==> src/rtl/hse_pkg.sv <==
// Package for the heap sort engine: widths, capacity default, FSM state,
// cell control and cell link types.
// No dependencies.
`default_nettype none

package hse_pkg;

  localparam int HSE_DATA_W   = 32;
  localparam int HSE_CAPACITY = 64;

  typedef enum logic {
    ST_LOAD,
    ST_DRAIN
  } hse_state_e;

  // Command broadcast to every cell in the row.
  typedef struct packed {
    logic ins;    // insert new value in sorted position
    logic shift;  // shift row one place toward cell 0
  } hse_ctrl_t;

  // What one cell shows its neighbors.
  typedef struct packed {
    logic                         valid;
    logic                         less;   // new value sorts before this cell's value
    logic signed [HSE_DATA_W-1:0] value;
  } hse_link_t;

endpackage

`default_nettype wire

==> src/rtl/hse_cell.sv <==
// One sorting cell: holds one element, inserts or shifts with its neighbors.
// Depends on hse_pkg.
`default_nettype none

module hse_cell
  import hse_pkg::*;
(
  input  logic                         clk_i,
  input  logic                         rst_ni,
  input  hse_ctrl_t                    ctrl_i,
  input  logic signed [HSE_DATA_W-1:0] new_value_i,
  input  hse_link_t                    prev_i,
  input  hse_link_t                    next_i,
  output hse_link_t                    link_o
);

  logic                         valid_q, valid_d;
  logic signed [HSE_DATA_W-1:0] value_q, value_d;
  logic                         less;

  // Empty cells act as +infinity.
  assign less = !valid_q || (new_value_i < value_q);

  always_comb begin
    valid_d = valid_q;
    value_d = value_q;
    if (ctrl_i.shift) begin
      valid_d = next_i.valid;
      value_d = next_i.value;
    end else if (ctrl_i.ins && less) begin
      if (prev_i.less) begin
        // left neighbor is pushed right into this cell
        valid_d = prev_i.valid;
        value_d = prev_i.value;
      end else begin
        valid_d = 1'b1;
        value_d = new_value_i;
      end
    end
  end

  always_ff @(posedge clk_i or negedge rst_ni) begin
    if (!rst_ni) begin
      valid_q <= 1'b0;
    end else begin
      valid_q <= valid_d;
    end
  end

  always_ff @(posedge clk_i) begin
    value_q <= value_d;
  end

  assign link_o.valid = valid_q;
  assign link_o.less  = less;
  assign link_o.value = value_q;

endmodule

`default_nettype wire

==> config.mk <==
export PLATFORM = sky130hd
export DESIGN_NAME = hse_cell
export DESIGN_NICKNAME = d
export VERILOG_FILES = /design/src/rtl/hse_pkg.sv /design/src/rtl/hse_cell.sv
export SDC_FILE = /design/constraint.sdc
export NUM_CORES = 1
export LEC_CHECK = 0
export ABC_CLOCK_PERIOD_IN_PS = 11800
export BUFFER_PORTS_ARGS = -buffer_cell sky130_fd_sc_hd__buf_4
export CORE_UTILIZATION = 49
export DETAILED_ROUTE_END_ITERATION = 6
export HOLD_SLACK_MARGIN = 0.06
export MAX_ROUTING_LAYER = met4
export PLACE_DENSITY = 0.87
export SLEW_MARGIN = 20
export SYNTH_ARGS = -nofsm -noshare
export SYNTH_HDL_FRONTEND = slang
export SYNTH_SLANG_ARGS = --single-unit
==> constraint.sdc <==
create_clock -name clk_i -period 11.8 [get_ports clk_i]
set_input_delay 3.54 -clock clk_i [delete_from_list [all_inputs] [get_ports clk_i]]
set_output_delay 3.54 -clock clk_i [all_outputs]
set_load 0.05 [all_outputs]
==> results of run 1 <==
-- worst paths after layout --
| check | to | cells after the start |
|---|---|---|
| worst min-delay path | valid_q | 4 |
| worst min register to register | valid_q | 4 |
| worst max-delay path | link_o[32] | 8 |
| max in group asynchronous | valid_q | 1 |
| worst max register to register | value_q[30] | 9 |
| min in group asynchronous | valid_q | 1 |
-- worst reg2reg max path, stage by stage, from the launching register on --
cell      delay [ns]
edfxtp_1        0.38
inv_1           0.07
ha_1            0.23
a211o_1         0.29
a31oi_1         0.15
o311a_1         0.20
o41ai_2         0.10
and3_1          0.20
nor3_2          0.66
buf_4           0.44
-- power breakdown --
part	total, mW	switching [mW]	internal, mW
sequential	0.163	0.0102	0.153
clock	0.0832	0.0418	0.0414
combinational	0.211	0.132	0.0786
-- metal layers --
layer | vias up | wire length, µm
met5 | - | 0
met4 | 0 | 125
met3 | 18 | 597
met2 | 111 | 3376
met1 | 1079 | 2770
li1 | 1206 | -
-- sequential cells by signal, summed over array words and instances, names as in the netlist --
signal / count
valid_q: 1
value_q: 32
-- metrics by stage --
step           hold slack (ns)  area [µm²]
2_1_floorplan           0.7504        2514
3_3_place_gp            0.8128        3571
3_5_place_dp            0.8449        3571
4_1_cts                 0.8618        3652
5_1_grt                 0.9542        3652
6_report                0.8684        3652
-- layout by cell type, fill, tap and decap left out, drive strengths merged --
master | Yosys | final
a221o | 1 | 1
nand2 | 42 | 42
and3 | 1 | 1
nand3 | 2 | 2
buf | 5 | 137
a211oi | 1 | 1
clkbuf | 8 | 7
inv | 32 | 32
o41ai | 1 | 1
and3b | 1 | 1
o2bb2ai | 1 | 1
o211ai | 1 | 1
clkinv | 0 | 1
edfxtp | 32 | 32
nor3 | 2 | 2
ha | 31 | 31
mux2 | 1 | 1
nor4b | 1 | 1
nand4 | 6 | 6
a21oi | 13 | 13
a31oi | 1 | 1
o21ai | 36 | 36
nor4 | 1 | 1
mux2i | 32 | 32
nand2b | 2 | 2
nor2 | 4 | 4
a21o | 1 | 1
a211o | 1 | 1
a221oi | 1 | 1
o311a | 1 | 1
dfrtp | 1 | 1
or3 | 1 | 1
o22ai | 1 | 1
-- cell usage after synthesis (2+ instances only) --
library cell | n | area, µm²
nand4_1 | 6 | 37.54
nand2b_1 | 2 | 12.51
inv_1 | 32 | 120.1
a21oi_1 | 13 | 65.06
nor2_1 | 4 | 15.01
nand3_1 | 2 | 10.01
edfxtp_1 | 32 | 960.9
nor3_1 | 2 | 10.01
o21ai_0 | 35 | 175.2
clkbuf_1 | 8 | 30.03
mux2i_1 | 32 | 320.3
nand2_1 | 42 | 157.7
buf_4 | 2 | 15.01
ha_1 | 31 | 387.9
buf_2 | 3 | 15.01
-- final cells by class --
cell class,instances,area (µm²)
Clock buffer,7,76.32
Timing Repair Buffer,137,1028
Sequential cell,33,985.9
Multi-Input combinational cell,187,1353
Inverter,32,120.1
Tap cell,67,83.83
Clock inverter,1,5.005
Fill cell,394,1165
-- logic make-up after synthesis --
kind of cell             count (synthesis)
AO/OA/AOI/OAI                           60
adder cells (fa/ha/maj)                 31
buffers and inverters                   45
flip-flops                              33
multiplexers                            33
AND/OR/NAND/NOR                         63
==> results by group, run 1 <==
Run status
  • Status: completed

Drt
  • Routed via count: 2414
  • 1st-iter DRT viols: 118
  • Via-to-Cell Ratio: about 5.2
  • DR WL/cell: 14.80 µm
  • Routed WL: roughly 6900 µm
  • Drt first pass iters: 4
  • Remaining DRCs: 0
  • Final antenna-violating net count: 0

Critical path
  • Worst endpoint required time: 8.26 ns
  • Type of origin of the critical path: input port
  • Critical path startpoint: new_value_i[7]
  • FF-to-FF setup slack: 8.75 ns
  • Delay-heaviest family, CP: compound AO/OA/AOI/OAI gates
  • Critical path's slowest cell: o41ai_2
  • Largest stage delay, worst path: 0.39 ns
  • CP Max Fanout: 3
  • Cell Chain, Critical Path: buf_4, ha_1, nand4_1, o311a_1, o41ai_2, a21oi_1, mux2_1, buf_4
  • Buf/Inv on CP: 2
  • Crit path DAT: 5.51 ns
  • Crit. End Element: primary output
  • Setup CP Type: input port to primary output
  • Most frequent CP cell: buf_4
  • Worst r2r src: value_q[2]

STA
  • Final worst-path cycle share: between 70% and 80%
  • RSZ-0062 raised after global routing: no
  • Setup TNS: 0 ns
  • Minimum clock period: 9.045 ns
  • Max Fclk: approximately 0.11 GHz
  • Slew headroom: a little under half
  • Final Max Tran Viols: 0
  • Final WS setup: between 2 and 3 ns
  • Clock skew: 0.004030 ns
  • Final hold violations: 0
  • Final setup vio count: 0
  • Least-Margin Pin Slew: approximately 0.8 ns

Floorplan
  • Die ar.: 5421 µm²
  • Placement Rows: 25
  • Initial Util: a little over half
  • I/O pins: 138
  • Die W: around 74 µm
  • Core footprint: ~4800 µm²
  • Die height: 73.63 µm

Synth
  • Synth async-reset ratio: between 3 and 4%
  • Multiplexer share of the synthesized area: between 10% and 20%
  • Post-synthesis xor/xnor area fraction: 0%
  • Adder-cell share of the synthesized area: 15.43%
  • Mean area per synthesized cell: 9.486 µm²
  • Largest family of logic cells by synthesized area: adder cells
  • Seq/Total Area, Yosys: between 30% and 40%
  • Syn. warnings: 0
  • Synth unique cells: 34
  • Post-Synth Simple-Gate Area: 11.10%
  • EDFF count, synth: 32
  • Synthesized instance count: 265
  • Ys flop type: edfxtp_1
  • Net Count, Synth: 400
  • Synth Register Bits: 33
  • Synth Area in Compound Gates: 13.89%
  • Mapped Area: between 2000 and 3000 µm²

Layout
  • Final Core Density: 75.82%
  • Final Instance Count excl. Fillers: 464
  • Antenna diode count: 0
  • Syn-to-layout area delta: 45.30%
  • Share of layout cells above drive strength 1: 36.78%
  • Nets: 531

Clock network
  • Latest clock arrival within the worst-skew pair: 0.28 ns
  • CTS tree: done
  • Num CTS Buffers: 5
  • Clk sinks: 33
  • Clock transition at the registers of the reported paths: 0.07 ns
  • CTS Hold Bufs: 0
  • Clk buf depth: 2
  • Post-CTS sizing: 0
  • H-tree depth: 2
  • Clk root buf: clkbuf_8
  • Post CTS Setup Buffer Count: 0

Power and ir drop
  • Power, Total: 0.4568 mW
  • Leakage: 1.862 nW
  • Worst VDD drop: 0.07873 mV
  • Power Dens Cells: 125.1 nW/µm²

Placed design
  • Placed cells: 456
  • Final Wtd Congestion: 0.8471
  • DP HPWL: roughly 5400 µm
  • Pre-CTS WS: 2.769 ns
  • Port-buffer cells: 136

GRT
  • Met3 Track Usage GR: 6.310%
  • Initial antenna violation count: 0
  • Global route overflow: 0
  • M1 GR Usage: between 30 and 40%
  • GRT Max-Usage Layer: met2
  • First-pass GRT wire length: 10370 µm
  • Pin count of the biggest net entering global routing: 70
  • Vias in the first global route: 2224
  • Met2 GRT Util: 44.34%
  • Tot GR Track Use: 26.43%

Run
  • Maxcap violations: 0

Hold path
  • Worst hold start: valid_q
  • Hold crit path type: flop to flop
No activity file was read; power rests on OpenSTA's default activity.
==> inputs of run 2 (changes only) <==
--- a/config.mk
+++ b/config.mk
@@ -5,13 +5,13 @@
 export SDC_FILE = /design/constraint.sdc
 export NUM_CORES = 1
 export LEC_CHECK = 0
-export ABC_CLOCK_PERIOD_IN_PS = 11800
+export ABC_CLOCK_PERIOD_IN_PS = 7900
 export BUFFER_PORTS_ARGS = -buffer_cell sky130_fd_sc_hd__buf_4
-export CORE_UTILIZATION = 49
+export CORE_UTILIZATION = 41
 export DETAILED_ROUTE_END_ITERATION = 6
 export HOLD_SLACK_MARGIN = 0.06
 export MAX_ROUTING_LAYER = met4
-export PLACE_DENSITY = 0.87
+export PLACE_DENSITY = 0.78
 export SLEW_MARGIN = 20
 export SYNTH_ARGS = -nofsm -noshare
 export SYNTH_HDL_FRONTEND = slang
==> constraint.sdc (replaced) <==
create_clock -name clk_i -period 7.9 [get_ports clk_i]
set_input_delay 2.37 -clock clk_i [delete_from_list [all_inputs] [get_ports clk_i]]
set_output_delay 2.37 -clock clk_i [all_outputs]
set_load 0.05 [all_outputs]
==> run 2 against run 1 <==
  * Core utilization shrank 14 points
  * Count of clock-buffer cells in the layout shrank 1
  * Die area grew 19%
  * First-iteration DRC count shrank 15%
  * Clock power grew 48%
  * Clock skew shrank 0.0011 ns
  * Hold slack gained 0.011 ns
  * Non-clock buffer count grew 1
  * Sequential power grew 48%
  * Combinational power grew 49%
  * Setup slack lost 1.5 ns
  * Critical path type unchanged
==> results by group, run 2 (synthesis results as in run 1) <==
Run status
  • Status: completed

GRT
  • Pin count of the biggest net entering global routing: 70 (unchanged)
  • First-pass GRT wire length: 10120 µm (-2.5%)
  • Tot GR Track Use: 21.24% (-5.2 points)
  • Initial antenna violation count: 0 (unchanged)
  • Vias in the first global route: 2265 (+1.8%)
  • Global route overflow: 0 (unchanged)

Placed design
  • Final Wtd Congestion: 0.7651 (-9.7%)
  • Placed Area: 3588 µm² (+0.49%)
  • Placed cells: 465 (+2.0%)
  • DP HPWL: 5163 µm (-5.2%)
  • Pre-CTS WS: 1.235 ns (-1.535 ns)
  • Port-buffer cells: 136 (unchanged)

Power and ir drop
  • Power, Total: 0.6788 mW (+49%)
  • Seq pwr share: 35.7% (about the same)
  • Worst VDD drop: 0.08816 mV (+12%)
  • Int Pwr: 0.4076 mW (+49%)
  • Clock share of power: 18.1% (about the same)
  • Combinational share of power: 46.2% (about the same)
  • Net Sw Frac: 39.95% (-0.33 points)
  • Power Dens Cells: 184.9 nW/µm² (+48%)
  • P_sw: 0.2712 mW (+47%)
  • Leakage: 1.870 nW (+0.39%)

Critical path
  • Type of origin of the critical path: input port
  • FF-to-FF setup slack: 5.03 ns (-3.72 ns)
  • Critical R2R Capture: value_q[2]
  • Worst r2r src: value_q[31]
  • Crit path DAT: 4.30 ns (-1.21 ns)
  • Worst reg-to-reg path cell count: 9 (unchanged)
  • Setup CP Type: input port to primary output
  • Worst endpoint required time: 5.53 ns (-2.73 ns)
  • CP Max Fanout: 3 (unchanged)
  • Crit. End Element: primary output

Layout
  • Final Core Density: 62.00% (-14 points)
  • Filler cells: 523 (+33%)
  • Top reg by flops: value_q
  • Antenna diode count: 0 (unchanged)
  • Share of layout cells above drive strength 1: 37.19% (+0.41 points)
  • Largest registers: value_q (32), valid_q (1)
  • Max reg flops: 32 (unchanged)
  • Nets: 532 (+0.19%)
  • Syn-to-layout area delta: 46.04%
  • Final Cell Area: 3671 µm² (+0.51%)
  • Commonest non-fill, non-tap cell in the layout: buf_4
  • Most frequent cells in the layout: buf_4, nand2_1, o21ai_0
  • Final Instance Count excl. Fillers: 473 (+1.9%)

Floorplan
  • I/O pins: 138 (unchanged)
  • Die ar.: 6448 µm² (+19%)
  • Initial Util: 42.46% (-9.7 points)
  • Die W: 80.30 µm (+9.1%)
  • Die height: 80.30 µm (+9.1%)
  • Placement Rows: 28 (+12%)
  • Core footprint: 5921 µm² (+23%)

STA
  • Slew headroom: 57.19% (+11 points)
  • Hold_ws: 0.8795 ns (+0.01109 ns)
  • RSZ-0062 raised after global routing: no
  • Clock skew: 0.002934 ns (-0.001095 ns)
  • Final WS setup: 1.229 ns (-1.526 ns)
  • Final hold violations: 0 (unchanged)
  • Final Max Tran Viols: 0 (unchanged)
  • Final setup vio count: 0 (unchanged)
  • Setup TNS: 0 ns (unchanged)
  • Max Fclk: 0.1499 GHz
  • Least-Margin Pin Slew: 0.6387 ns (-0.1689 ns)
  • Minimum clock period: 6.671 ns
  • Final worst-path cycle share: about 84%

Clock network
  • Clock transition at the registers of the reported paths: 0.07 ns (about the same)
  • Clk root buf: clkbuf_8
  • H-tree depth: 2 (unchanged)
  • Latest clock arrival within the worst-skew pair: 0.28 ns (about the same)
  • Clk buf depth: 2 (unchanged)
  • Post-CTS sizing: 0 (unchanged)
  • CTS Hold Bufs: 0 (unchanged)
  • Num CTS Buffers: 5 (unchanged)
  • Post CTS Setup Buffer Count: 0 (unchanged)
  • CTS tree: done
  • Clk sinks: 33 (unchanged)

Drt
  • 1st-iter DRT viols: 100 (-15%)
  • Via-to-Cell Ratio: 5.131 (-1.4%)
  • Final antenna-violating net count: 0 (unchanged)
  • Routed WL: 6497 µm (-5.4%)
  • DR WL/cell: 13.74 µm (-7.2%)
  • Remaining DRCs: 0 (unchanged)
  • Routed via count: 2427 (+0.54%)
  • Drt first pass iters: 4 (unchanged)

Hold path
  • Worst hold start: valid_q
  • Hold Crit Depth: 4 (unchanged)
  • Hold crit path type: flop to flop
  • Hold EP: valid_q

Run
  • Maxcap violations: 0 (unchanged)
[run 2: cell types whose count changed in the layout (fill, tap and decap cells not counted), sizes merged]
cell,change
clkinv,+1
buf,+1
clkbuf,-1
[run 2: critical path, stage by stage]
cell and delay (ns):
buf_4 0.12, ha_1 0.32, nand4_1 0.10, o311a_1 0.38
o41ai_2 0.36, a21oi_1 0.13, mux2_1 0.33, buf_4 0.20
[run 2: worst max path at each step]
stage / start / end / slack [ns] / cells past startpoint
floorplan: new_value_i[7] / link_o[32] / 1.54 / 7
global placement: new_value_i[7] / link_o[32] / 1.26 / 8
detailed placement: new_value_i[7] / link_o[32] / 1.23 / 8
CTS: new_value_i[7] / link_o[32] / 1.23 / 8
global route: new_value_i[31] / link_o[32] / 1.10 / 9
finish: new_value_i[7] / link_o[32] / 1.23 / 8
[run 2: final cells by class]
class	count	area, µm²	area share (%)
tap	75	93.84	2.556
multi-input combinational	187	1353	36.84
inverter	32	120.1	3.272
sequential	33	985.9	26.86
clock buffer	6	72.57	1.977
timing repair buffer	138	1036	28.22
clock inverter	2	10.01	0.2727
[run 2: layer usage]
layer,up-vias,GRT usage [%],routed length (µm)
met5,-,-,0
met4,0,5.714,81
met3,11,5.114,469
met2,90,38.03,3306
met1,1115,23.55,2639
li1,1211,-,-
[run 2: power groups by stage]
stage,Clock (mW),Combinational [mW],Sequential [mW]
6_report,0.123,0.314,0.242
5_1_grt,0.135,0.342,0.245
4_1_cts,0.127,0.318,0.242
3_5_place_dp,0,0.316,0.246
3_3_place_gp,0,0.308,0.245
2_1_floorplan,0,0.113,0.337
